### src/rtl/prq_pkg.sv
// Package: constants, codes and types of the run queue scheduler.
`timescale 1ns / 1ps
`default_nettype none
package prq_pkg;
  localparam int MAX_PROCS = 16;
  localparam int PID_W     = 4;
  localparam int PID_N     = 2 ** PID_W;
  localparam int GOOD_W    = 16;
  localparam int SLICE_W   = 8;
  localparam int QCNT_W    = 5;
  localparam int IDX_W     = $clog2(MAX_PROCS);
  localparam int CNT_W     = $clog2(MAX_PROCS + 1);
  localparam int APB_AW    = 3;
  localparam int APB_DW    = 32;
  localparam logic [SLICE_W-1:0] MAX_SLICE_RST = SLICE_W'(5);

  typedef enum logic [1:0] {
    KIND_ENQ  = 2'd0,
    KIND_DEQ  = 2'd1,
    KIND_PICK = 2'd2,
    KIND_TICK = 2'd3
  } kind_e;

  typedef enum logic [1:0] {
    ST_IDLE,
    ST_EXEC,
    ST_SCAN,
    ST_DONE
  } state_e;

  typedef struct packed {
    kind_e                     kind;
    logic [PID_W-1:0]          pid;
    logic signed [GOOD_W-1:0]  goodness;
    logic [SLICE_W-1:0]        slice_in;
  } item_t;

  typedef struct packed {
    logic                found;
    logic [PID_W-1:0]    chosen_pid;
    logic [SLICE_W-1:0]  slice_out;
    logic                resched;
    logic                fault;
    logic [QCNT_W-1:0]   queued_count;
  } res_t;

  typedef struct packed {
    logic gt;
    logic eq;
  } cmp_res_t;
endpackage
`default_nettype wire

### src/rtl/priority_run_queue_scheduler.sv
// Top level: stream ports, APB register and output register of the scheduler.
//
//  channel   dir  handshake              payload
//  s_axis    in   tvalid/tready          tuser: kind; tdata: pid, goodness, slice_in
//  m_axis    out  tvalid/tready          tdata: found .. queued_count
//  apb       in   psel/penable/pready    max_slice at byte address 0
//
// Enqueue, tick and a dequeue of an absent pid go from accept through execute to done.
// Dequeue of a present pid and pick also pass the scan state, which walks the queue
// through the single read port of the order RAM and the one shared comparator.
// The input is not ready from accept until the result moves to the output register.
// Reset clears the membership bits and the count; no clearing pass.
`timescale 1ns / 1ps
`default_nettype none
module priority_run_queue_scheduler import prq_pkg::*; (
  input  wire logic              clk_i,
  input  wire logic              rst_ni,
  input  wire logic              s_axis_tvalid_i,
  output logic                   s_axis_tready_o,
  // [3:0] pid, [19:4] goodness, [27:20] slice_in
  input  wire logic [31:0]       s_axis_tdata_i,
  // [1:0] kind
  input  wire logic [1:0]        s_axis_tuser_i,
  output logic                   m_axis_tvalid_o,
  input  wire logic              m_axis_tready_i,
  // [0] found, [4:1] chosen_pid, [12:5] slice_out, [13] resched, [14] fault,
  // [19:15] queued_count
  output logic [23:0]            m_axis_tdata_o,
  input  wire logic              psel_i,
  input  wire logic              penable_i,
  input  wire logic              pwrite_i,
  input  wire logic [APB_AW-1:0] paddr_i,
  input  wire logic [APB_DW-1:0] pwdata_i,
  output logic [APB_DW-1:0]      prdata_o,
  output logic                   pready_o
);
  logic [SLICE_W-1:0] max_slice_q;
  logic               m_valid_q;
  res_t               m_res_q;
  item_t              item;
  res_t               core_res;
  logic               core_res_valid;
  logic               core_res_ready;
  logic               reg_sel;

  assign pready_o = 1'b1;
  assign reg_sel  = !paddr_i[2];
  assign prdata_o = reg_sel ? APB_DW'(max_slice_q) : '0;

  always_ff @(posedge clk_i or negedge rst_ni) begin
    if (!rst_ni) begin
      max_slice_q <= MAX_SLICE_RST;
    end else if (psel_i && penable_i && pwrite_i && pready_o && reg_sel) begin
      max_slice_q <= pwdata_i[SLICE_W-1:0];
    end
  end

  assign item.kind     = kind_e'(s_axis_tuser_i);
  assign item.pid      = s_axis_tdata_i[3:0];
  assign item.goodness = s_axis_tdata_i[19:4];
  assign item.slice_in = s_axis_tdata_i[27:20];

  prq_core u_core (
    .clk_i        (clk_i),
    .rst_ni       (rst_ni),
    .item_valid_i (s_axis_tvalid_i),
    .item_ready_o (s_axis_tready_o),
    .item_i       (item),
    .max_slice_i  (max_slice_q),
    .res_valid_o  (core_res_valid),
    .res_ready_i  (core_res_ready),
    .res_o        (core_res)
  );

  assign core_res_ready = !m_valid_q || m_axis_tready_i;

  always_ff @(posedge clk_i or negedge rst_ni) begin
    if (!rst_ni) begin
      m_valid_q <= 1'b0;
    end else if (core_res_ready) begin
      m_valid_q <= core_res_valid;
    end
  end

  always_ff @(posedge clk_i) begin
    if (core_res_ready && core_res_valid) begin
      m_res_q <= core_res;
    end
  end

  assign m_axis_tvalid_o = m_valid_q;
  assign m_axis_tdata_o  = {4'b0, m_res_q.queued_count, m_res_q.fault, m_res_q.resched,
                            m_res_q.slice_out, m_res_q.chosen_pid, m_res_q.found};
endmodule
`default_nettype wire

### src/rtl/prq_ram.sv
// Generic single-write, single-read RAM with registered read data.
`timescale 1ns / 1ps
`default_nettype none
module prq_ram #(
  parameter int WIDTH = 8,
  parameter int DEPTH = 16
) (
  input  wire logic                     clk_i,
  input  wire logic                     we_i,
  input  wire logic [$clog2(DEPTH)-1:0] waddr_i,
  input  wire logic [WIDTH-1:0]         wdata_i,
  input  wire logic [$clog2(DEPTH)-1:0] raddr_i,
  output logic      [WIDTH-1:0]         rdata_o
);
  logic [WIDTH-1:0] mem_q [DEPTH];

  always_ff @(posedge clk_i) begin
    if (we_i) begin
      mem_q[waddr_i] <= wdata_i;
    end
    rdata_o <= mem_q[raddr_i];
  end
endmodule
`default_nettype wire

### src/rtl/prq_cmp.sv
// Shared signed comparator used by the pick and dequeue scans.
`timescale 1ns / 1ps
`default_nettype none
module prq_cmp import prq_pkg::*; (
  input  wire logic signed [GOOD_W-1:0] a_i,
  input  wire logic signed [GOOD_W-1:0] b_i,
  output cmp_res_t                      res_o
);
  assign res_o.gt = (a_i > b_i);
  assign res_o.eq = (a_i == b_i);
endmodule
`default_nettype wire

### src/rtl/prq_core.sv
// Sequencer, queue state and scan pipeline of the run queue scheduler.
`timescale 1ns / 1ps
`default_nettype none
module prq_core import prq_pkg::*; (
  input  wire logic               clk_i,
  input  wire logic               rst_ni,
  input  wire logic               item_valid_i,
  output logic                    item_ready_o,
  input  wire item_t              item_i,
  input  wire logic [SLICE_W-1:0] max_slice_i,
  output logic                    res_valid_o,
  input  wire logic               res_ready_i,
  output res_t                    res_o
);
  state_e state_q, state_d;
  item_t  item_q, item_d;
  res_t   res_q, res_d;
  logic [CNT_W-1:0] cnt_q, cnt_d;
  logic [CNT_W-1:0] issue_q, issue_d;
  logic [CNT_W-1:0] wr_q, wr_d;
  logic [PID_N-1:0] member_q, member_d;
  logic             s1_v_q, s1_v_d;
  logic             s2_v_q, s2_v_d;
  logic [PID_W-1:0] s2_pid_q, s2_pid_d;
  logic signed [GOOD_W-1:0] best_q, best_d;
  logic             found_q, found_d;
  logic [PID_W-1:0] chosen_q, chosen_d;

  logic               ord_we;
  logic [IDX_W-1:0]   ord_waddr, ord_raddr;
  logic [PID_W-1:0]   ord_wdata, ord_rdata;
  logic               good_we;
  logic [PID_W-1:0]   good_waddr, good_raddr;
  logic [GOOD_W-1:0]  good_wdata, good_rdata;
  logic signed [GOOD_W-1:0] cmp_a, cmp_b;
  cmp_res_t           cmp_res;
  logic [SLICE_W-1:0] tick_slice;

  prq_ram #(.WIDTH(PID_W), .DEPTH(MAX_PROCS)) u_order_ram (
    .clk_i   (clk_i),
    .we_i    (ord_we),
    .waddr_i (ord_waddr),
    .wdata_i (ord_wdata),
    .raddr_i (ord_raddr),
    .rdata_o (ord_rdata)
  );

  prq_ram #(.WIDTH(GOOD_W), .DEPTH(PID_N)) u_good_ram (
    .clk_i   (clk_i),
    .we_i    (good_we),
    .waddr_i (good_waddr),
    .wdata_i (good_wdata),
    .raddr_i (good_raddr),
    .rdata_o (good_rdata)
  );

  prq_cmp u_cmp (
    .a_i   (cmp_a),
    .b_i   (cmp_b),
    .res_o (cmp_res)
  );

  assign item_ready_o = (state_q == ST_IDLE);
  assign res_valid_o  = (state_q == ST_DONE);
  assign res_o        = res_q;

  always_comb begin
    if (item_q.kind == KIND_PICK) begin
      cmp_a = good_rdata;
      cmp_b = best_q;
    end else begin
      cmp_a = GOOD_W'(ord_rdata);
      cmp_b = GOOD_W'(item_q.pid);
    end
  end

  assign tick_slice = (item_q.slice_in != '0) ? item_q.slice_in - SLICE_W'(1)
                                              : item_q.slice_in;

  always_comb begin
    state_d    = state_q;
    item_d     = item_q;
    res_d      = res_q;
    cnt_d      = cnt_q;
    issue_d    = issue_q;
    wr_d       = wr_q;
    member_d   = member_q;
    s1_v_d     = 1'b0;
    s2_v_d     = 1'b0;
    s2_pid_d   = s2_pid_q;
    best_d     = best_q;
    found_d    = found_q;
    chosen_d   = chosen_q;
    ord_we     = 1'b0;
    ord_waddr  = cnt_q[IDX_W-1:0];
    ord_wdata  = item_q.pid;
    ord_raddr  = issue_q[IDX_W-1:0];
    good_we    = 1'b0;
    good_waddr = item_q.pid;
    good_wdata = item_q.goodness;
    good_raddr = ord_rdata;

    case (state_q)
      ST_IDLE: begin
        if (item_valid_i) begin
          item_d  = item_i;
          state_d = ST_EXEC;
        end
      end
      ST_EXEC: begin
        res_d              = '0;
        res_d.queued_count = QCNT_W'(cnt_q);
        issue_d            = '0;
        wr_d               = '0;
        found_d            = 1'b0;
        chosen_d           = '0;
        best_d             = '0;
        state_d            = ST_DONE;
        case (item_q.kind)
          KIND_ENQ: begin
            if (member_q[item_q.pid] || (cnt_q >= CNT_W'(MAX_PROCS))) begin
              res_d.fault = 1'b1;
            end else begin
              ord_we                = 1'b1;
              good_we               = 1'b1;
              member_d[item_q.pid]  = 1'b1;
              cnt_d                 = cnt_q + CNT_W'(1);
              res_d.queued_count    = QCNT_W'(cnt_q + CNT_W'(1));
              if ((item_q.slice_in == '0) || (item_q.slice_in > max_slice_i)) begin
                res_d.slice_out = max_slice_i;
              end else begin
                res_d.slice_out = item_q.slice_in;
              end
            end
          end
          KIND_DEQ: begin
            if (!member_q[item_q.pid]) begin
              res_d.fault = 1'b1;
            end else begin
              state_d = ST_SCAN;
            end
          end
          KIND_PICK: begin
            state_d = ST_SCAN;
          end
          default: begin
            res_d.slice_out = tick_slice;
            res_d.resched   = (tick_slice == '0);
          end
        endcase
      end
      ST_SCAN: begin
        if (issue_q < cnt_q) begin
          issue_d = issue_q + CNT_W'(1);
          s1_v_d  = 1'b1;
        end
        if (s1_v_q) begin
          if (item_q.kind == KIND_PICK) begin
            s2_v_d   = 1'b1;
            s2_pid_d = ord_rdata;
          end else if (!cmp_res.eq) begin
            ord_we    = 1'b1;
            ord_waddr = wr_q[IDX_W-1:0];
            ord_wdata = ord_rdata;
            wr_d      = wr_q + CNT_W'(1);
          end
        end
        if (s2_v_q && (!found_q || cmp_res.gt)) begin
          found_d  = 1'b1;
          best_d   = good_rdata;
          chosen_d = s2_pid_q;
        end
        if ((issue_q == cnt_q) && !s1_v_q && !s2_v_q) begin
          state_d = ST_DONE;
          if (item_q.kind == KIND_PICK) begin
            res_d.found      = found_q;
            res_d.chosen_pid = chosen_q;
          end else begin
            cnt_d                = wr_q;
            member_d[item_q.pid] = 1'b0;
            res_d.queued_count   = QCNT_W'(wr_q);
          end
        end
      end
      ST_DONE: begin
        if (res_ready_i) begin
          state_d = ST_IDLE;
        end
      end
      default: begin
        state_d = ST_IDLE;
      end
    endcase
  end

  always_ff @(posedge clk_i or negedge rst_ni) begin
    if (!rst_ni) begin
      state_q  <= ST_IDLE;
      cnt_q    <= '0;
      member_q <= '0;
      s1_v_q   <= 1'b0;
      s2_v_q   <= 1'b0;
    end else begin
      state_q  <= state_d;
      cnt_q    <= cnt_d;
      member_q <= member_d;
      s1_v_q   <= s1_v_d;
      s2_v_q   <= s2_v_d;
    end
  end

  always_ff @(posedge clk_i) begin
    item_q   <= item_d;
    res_q    <= res_d;
    issue_q  <= issue_d;
    wr_q     <= wr_d;
    s2_pid_q <= s2_pid_d;
    best_q   <= best_d;
    found_q  <= found_d;
    chosen_q <= chosen_d;
  end
endmodule
`default_nettype wire

### config.mk
export PLATFORM = sky130hd
export DESIGN_NAME = priority_run_queue_scheduler
export DESIGN_NICKNAME = d
export VERILOG_FILES = /design/src/rtl/prq_pkg.sv /design/src/rtl/priority_run_queue_scheduler.sv /design/src/rtl/prq_ram.sv /design/src/rtl/prq_cmp.sv /design/src/rtl/prq_core.sv
export SDC_FILE = /design/constraint.sdc
export NUM_CORES = 1
export LEC_CHECK = 0
export ABC_AREA = 1
export BUFFER_PORTS_ARGS = -buffer_cell sky130_fd_sc_hd__buf_2
export CAP_MARGIN = 25
export CORE_ASPECT_RATIO = 1.2
export CORE_MARGIN = 8
export CORE_UTILIZATION = 40
export CTS_BUF_LIST = sky130_fd_sc_hd__clkbuf_4
export CTS_CLUSTER_SIZE = 16
export DETAILED_ROUTE_END_ITERATION = 8
export GPL_TIMING_DRIVEN = 1
export HOLD_SLACK_MARGIN = 0.1
export PLACE_DENSITY = 0.54
export SYNTH_ARGS = -nofsm -noshare
export SYNTH_HDL_FRONTEND = slang
export SYNTH_SLANG_ARGS = --single-unit
### constraint.sdc
create_clock -name clk_i -period 8.61 [get_ports clk_i]
set_input_delay 0.861 -clock clk_i [delete_from_list [all_inputs] [get_ports clk_i]]
set_output_delay 0.861 -clock clk_i [all_outputs]
set_load 0.03 [all_outputs]
# Word-level counts from Yosys, hierarchy flattened
# Memories as Yosys holds them, arrays and structs flattened. A register that Yosys moved wholly into a read port is not among the register bits.
# Index checks and enable logic that the tools add are counted.
# totals
elab_cells,165
reg_bits,139
memories,2
in_bits,76
mem_bits_rw,320
output_inout_bits,59
# op_classes
add_sub_neg,4
n_mux,69
bitwise_logic,3
order_cmp,6
eq_ne,18
reduce_logical,34
# mem_list
memory,words,word_bits,rd,rd_ports_with_merged_regs,wr,line_no,rtl
u_core.u_good_ram.mem_q,16,16,1,1,1,prq_ram.sv:15,logic [WIDTH-1:0] mem_q [DEPTH];
u_core.u_order_ram.mem_q,16,4,1,1,1,prq_ram.sv:15,
# ops
op,n
$mux 16,7
$pmux 16 s2,2
$mux 5,10
$pmux 5 s2,4
$mux 4,9
$mux 8,4
$mux 1,21
$and 16x16->16,1
$eq 16x16->1,1
$gt 16x16->1,1
$logic_not 8->1,2
$not 16->16,1
$or 16x16->16,1
$pmux 8 s2,1
$add 5x1->5 const B,3
$ne 2x1->1 const B,6
$reduce_and 3->1,4
$ne 2x2->1 const B,5
$gt 8x8->1,1
$logic_and 1x1->1,8
$pmux 2 s4,1
$pmux 4 s2,1
$reduce_bool 8->1,1
$sub 8x1->8 const B,1
other kinds (21),38

# Logic depth before layout (Yosys ltp)
# logic_depth
word_depth,9
ltp_mapped,19
mapped_depth_nobuf,17

# Hierarchy
# A second synthesis with hierarchy kept.
# hier_totals
cells_unflattened,2221
area_unflattened_um2,21848.5
# by_module_without_submodules
mod,cells_each,seq_area_each_um2,instances,area_per_inst_um2
prq_ram (u_core.u_good_ram),1074,8007.7,1,11380.9
prq_core,661,3178.0,1,5701.7
prq_ram (u_core.u_order_ram),290,2001.9,1,2966.6
priority_run_queue_scheduler,111,828.3,1,1287.5
prq_cmp,85,0.0,1,511.7

# Worst setup path after synthesis
# Ideal clock, no wire load.
# synth_timing
path_kind,register -> register
start,register u_core.item_q[28] (netlist name)
end,"memory u_core.u_order_ram.mem_q[0][0] (netlist name), data pin"
arrival_time_ns,3.091
stages_incl_launch_ff,15
slack_ns,5.189
synth_period_minus_slack_ns,3.421
cell_sequence,edfxtp_1 > nor2_1 > clkinv_1 > clkbuf_1 > nor2_1 > ha_1 > nand2_1 > nor2_1 > nand2_1 > nor3_1 > nor2_1 > nand3_2 > buf_4 > inv_1 > o21ai_0
# synth_via
elab_chain_len,7
word_cells_on_any_way,8
# synth_rtl
element,line_no,rtl
start: declaration,prq_core.sv:16,"item_t item_q, item_d;"
start signal: assignment,prq_core.sv:213,item_q <= item_d;
$eq 2x2->1 *,"prq_core.sv:68, prq_core.sv:158",
$mux 16,prq_core.sv:68,if (item_q.kind == KIND_PICK) begin
$eq 16x16->1,prq_cmp.sv:10,assign res_o.eq = (a_i == b_i);
$mux 4,prq_core.sv:161,end else if (!cmp_res.eq) begin
$mux 4 *,prq_core.sv:158,if (item_q.kind == KIND_PICK) begin
$mux 4 *,prq_core.sv:157,if (s1_v_q) begin
$mux 4 *,prq_core.sv:103,case (state_q)
named net u_core.ord_wdata[0],prq_core.sv:31,"logic [PID_W-1:0] ord_wdata, ord_rdata;"
end: declaration,prq_ram.sv:15,
# The timed path passes the listed nets; every way through them passes the cells marked *.

# Worst setup path in the final report
# layout_timing
start,register u_core.u_order_ram.rdata_o[2] (read register of u_core.u_order_ram.mem_q)
end,"memory u_core.u_order_ram.mem_q[0][2] (netlist name), enable pin"
# layout_via
elab_chain_len,8
word_cells_on_any_way,12
# layout_rtl
element,line_no,rtl
start: declaration,prq_ram.sv:13,output logic [WIDTH-1:0] rdata_o
$mux 16 *,prq_core.sv:68,
$eq 16x16->1 *,prq_cmp.sv:10,
$mux 1,prq_core.sv:161,
$mux 1,prq_core.sv:158,
$mux 1,prq_core.sv:157,
$pmux 1 s2,prq_core.sv:103,
$mux 1,prq_ram.sv:18,if (we_i) begin
$mux 1 (implied by the code),prq_ram.sv:19,mem_q[waddr_i] <= wdata_i;
# Every way passes the cells marked *; elsewhere a longest branch is shown, timed or not.

==> impl_metrics.toml <==
[run_status]
outcome = "finished clean"

[global_route]
grt_pass1_vias = 13300
antenna_found_initial = 1
grt_first_pass_wirelength_um = 74800
grt_overflow = 0
grt_max_degree = 84
grt_usage_pct = 16.4

[sta]
fin_crit_sh_pct = 44.6
setup_viol = 0
max_clock_freq_mhz = 260
slew_viol_final = 0
final_hold_viol_count = 0
finalSetupTns_ns = 0
hold_ws_ns = 0.202
period_minus_slack_ns = 3.84
rsz0062_at_grt = "false"
fin_skew_ns = 0.0620
worst_slack_ns = 4.77
worst_pin_slew_ns = 1.03
timing.slew.headroom_pct = 31.6

[logic_synthesis]
synth_cells = 1702
synth_seq_cells = 479
ys_seq_area_share_pct = 68.5
netlist_area_um2 = 20500
avgSynthCellArea_um2 = 12.0
ys_async_sr_fraction_pct = 7.10
synth_cell_types = 44
ys.flop_type = "edfxtp_1"
yosys_warnings = 0
synth_edf_count = 425

[floorplanning]
io_pins = 135
die_area_um2 = 58600
rows = 91
core_area_um2 = 51000
die_x_um = 222
initial_core_util_pct = 40.1
die_h_um = 264

[clocking]
cts_setup_buffers = 0
clock_sinks = 479
hold_buffers = 25
cts_tree = "built"
clk_latency_ns = 0.89
ctsResizeCount = 0
ctsLongestPathBuffers = 3
root_buffer = "clkbuf_4"
path_clk_slew_ns = 0.07
h-tree-depth = 3
cts_buffers = 121

[hold_path]
worstHoldStart = "s_axis_tdata_i[15]"
hold_class = "in2reg"

[layout]
layout_commonest_cell = "edfxtp_1"
drive_above_1_share_pct = 18.4
area_growth_pct = 14.9
final_util_pct = 46.1
mostFrequentLayoutCells = "edfxtp_1, nand2_1, clkbuf_4"
nFillCells = 4787
nNetsFinal = 2000
final_area_um2 = 23500

[power]
clkPwrFrac_pct = 26.7
netSwitchingFraction_pct = 36.0
powerDensity_nw_per_um2 = 318
peakVddDrop_mv = 0.152
cellLeakagePower_nw = 9.30
comb_power_share_pct = 29.9
cell_internal_pwr_mw = 4.78
switchingPower_mw = 2.69
seqPwrFrac_pct = 43.4

[critical_path]
crit_top_cell = "nor2_1"
crit_start = "u_core.u_order_ram.rdata_o[2]"
critPathLaunchType = "register"
max_stage_delay_ns = 0.53
r2r-end = "u_core.u_order_ram.mem_q[0][2]"
crit_end = "u_core.u_order_ram.mem_q[0][2]"
path_class = "reg2reg"
end_kind = "register"
r2r_slack_ns = 4.77
worst-path-max-fanout = 49
arrival_ns = 4.35
worstPathCellList = "buf_4 -> clkinv_1 -> buf_4 -> o21ai_0 -> ha_1 -> nand4_1 -> nor3_1 -> nor2_1 -> nand3_2 -> o21ai_0 -> inv_1 -> nor2_1 -> nand2_2 -> nor2_1"
ff2ff_path_depth = 14
worstPathRequired_ns = 9.12
reg2reg_from = "u_core.u_order_ram.rdata_o[2]"
cpMaxStageDelayCell = "buf_4"

[routing]
drcViolationCount = 0
firstDrtPassIters = 5
postRouteAntennaNets = 0
dr.first_iter.drc_count = 792
wl_um = 47800
routedWlPerCell_um = 18.2
vias_per_cell = 4.95
vias = 13100

[place]
io_buffers = 75
place_congestion = 0.873
hpwl_um = 27900
place_area_um2 = 21500
dp_slack_ns = 4.76

[flow_run]
drv_cap = 0
sequential cells by signal, indices dropped and copies added (netlist names), 4 cells and up, named ones only:
register                    count
u_core.issue_q                  5
u_core.u_order_ram.rdata_o      4
u_core.cnt_q                    5
u_core.good_wdata              16
u_core.best_q                  16
u_core.u_good_ram.rdata_o      16
u_core.chosen_q                 4
u_core.good_waddr               4
u_core.s2_pid_q                 4
u_core.item_q                  10
u_core.u_good_ram.mem_q       256
u_core.wr_q                     5
u_core.u_order_ram.mem_q       64
max_slice_q                     8
m_axis_tdata_o                 20
u_core.res_o                   20
critical path, delay by kind of cell, from the launching register on:
kind / cells / cell delay, ns
AO/OA/AOI/OAI: 2 / 0.64
adder cells (fa/ha/maj): 1 / 0.28
buffers and inverters: 4 / 1.06
flip-flops: 1 / 0.31
AND/OR/NAND/NOR: 7 / 1.15
kinds of logic (layout without fill, tap and decap cells):
logic type | Yosys count | in the layout | synth area share [%]
xor gates and xnor gates | 6 | 6 | 0.257
and+or+nand+nor | 480 | 480 | 9.82
AOI/OAI and AO/OA | 333 | 333 | 9.37
DFF | 479 | 479 | 68.5
buffers and inverters | 291 | 544 | 6.08
muxes | 73 | 73 | 3.57
adders and majority gates | 38 | 38 | 2.32
other | 2 | 31 | 0.0367
power groups by stage:
stage	clock, mW	sequential, mW	combinational (mW)
2_1_floorplan	0	3.22	1.62
6_report	1.99	3.24	2.23
5_1_grt	2.18	3.28	2.53
4_1_cts	2.07	3.25	2.23
3_5_place_dp	0	3.30	2.22
3_3_place_gp	0	3.29	2.19
routing by layer:
metal | up-vias | global-route usage, % | wire [µm]
li1 | 6393 | - | -
met1 | 6246 | 19.0 | 20000
met2 | 328 | 29.4 | 24500
met3 | 85 | 3.49 | 2240
met4 | 0 | 6.66 | 1140
met5 | - | 0 | 0
synth_stat cells, types with 3 or more instances:
master / number / area [µm²]
buf_6: 3 / 33.8
nand2_2: 7 / 43.8
clkbuf_1: 52 / 195
buf_4: 30 / 225
o221ai_1: 8 / 70.1
inv_1: 181 / 679
o211ai_1: 64 / 480
nor2_1: 138 / 518
nand2_1: 233 / 875
o21ai_0: 142 / 711
clkinv_1: 3 / 11.3
and2_1: 3 / 18.8
ha_1: 38 / 475
edfxtp_1: 425 / 12800
dfxtp_1: 20 / 400
buf_1: 7 / 26.3
inv_2: 3 / 11.3
dfrtp_1: 32 / 801
a21oi_1: 101 / 505
nand3_1: 65 / 325
o22ai_1: 3 / 18.8
xor2_1: 4 / 35.0
o32ai_1: 9 / 78.8
mux2i_1: 73 / 731
or2_2: 4 / 25.0
nor3_1: 12 / 60.1
nand2_4: 3 / 33.8
nand4_1: 8 / 50.1
buf_2: 11 / 55.1
layout make-up:
type | instances | area [µm²] | area share [%]
diodes | 2 | 5.00 | 0.0213
clock inverters | 26 | 195 | 0.831
multi-input cells | 959 | 5360 | 22.8
repair buffers | 137 | 946 | 4.03
flip-flops and latches | 479 | 14000 | 59.7
inverters | 188 | 708 | 3.01
clock buffers | 193 | 1450 | 6.17
well taps | 651 | 815 | 3.47
worst min-delay path by stage:
stage	end	slack (ns)	cells after the start
after detailed placement	m_axis_tdata_o[17]	0.40	0
final	u_core.good_wdata[11]	0.20	1
after global routing	u_core.good_wdata[3]	0.13	1
after CTS	u_core.state_q[1]	0.10	1
after floorplan	m_axis_tdata_o[0]	0.40	0
after global placement	m_axis_tdata_o[13]	0.40	0
per-stage QoR:
step,total power [mW],instances
2_1_floorplan,4.84,1729
3_3_place_gp,5.48,2384
3_5_place_dp,5.52,2384
4_1_cts,7.56,2628
5_1_grt,7.99,2635
6_report,7.47,2635
No activity file was read; power rests on OpenSTA's default activity.
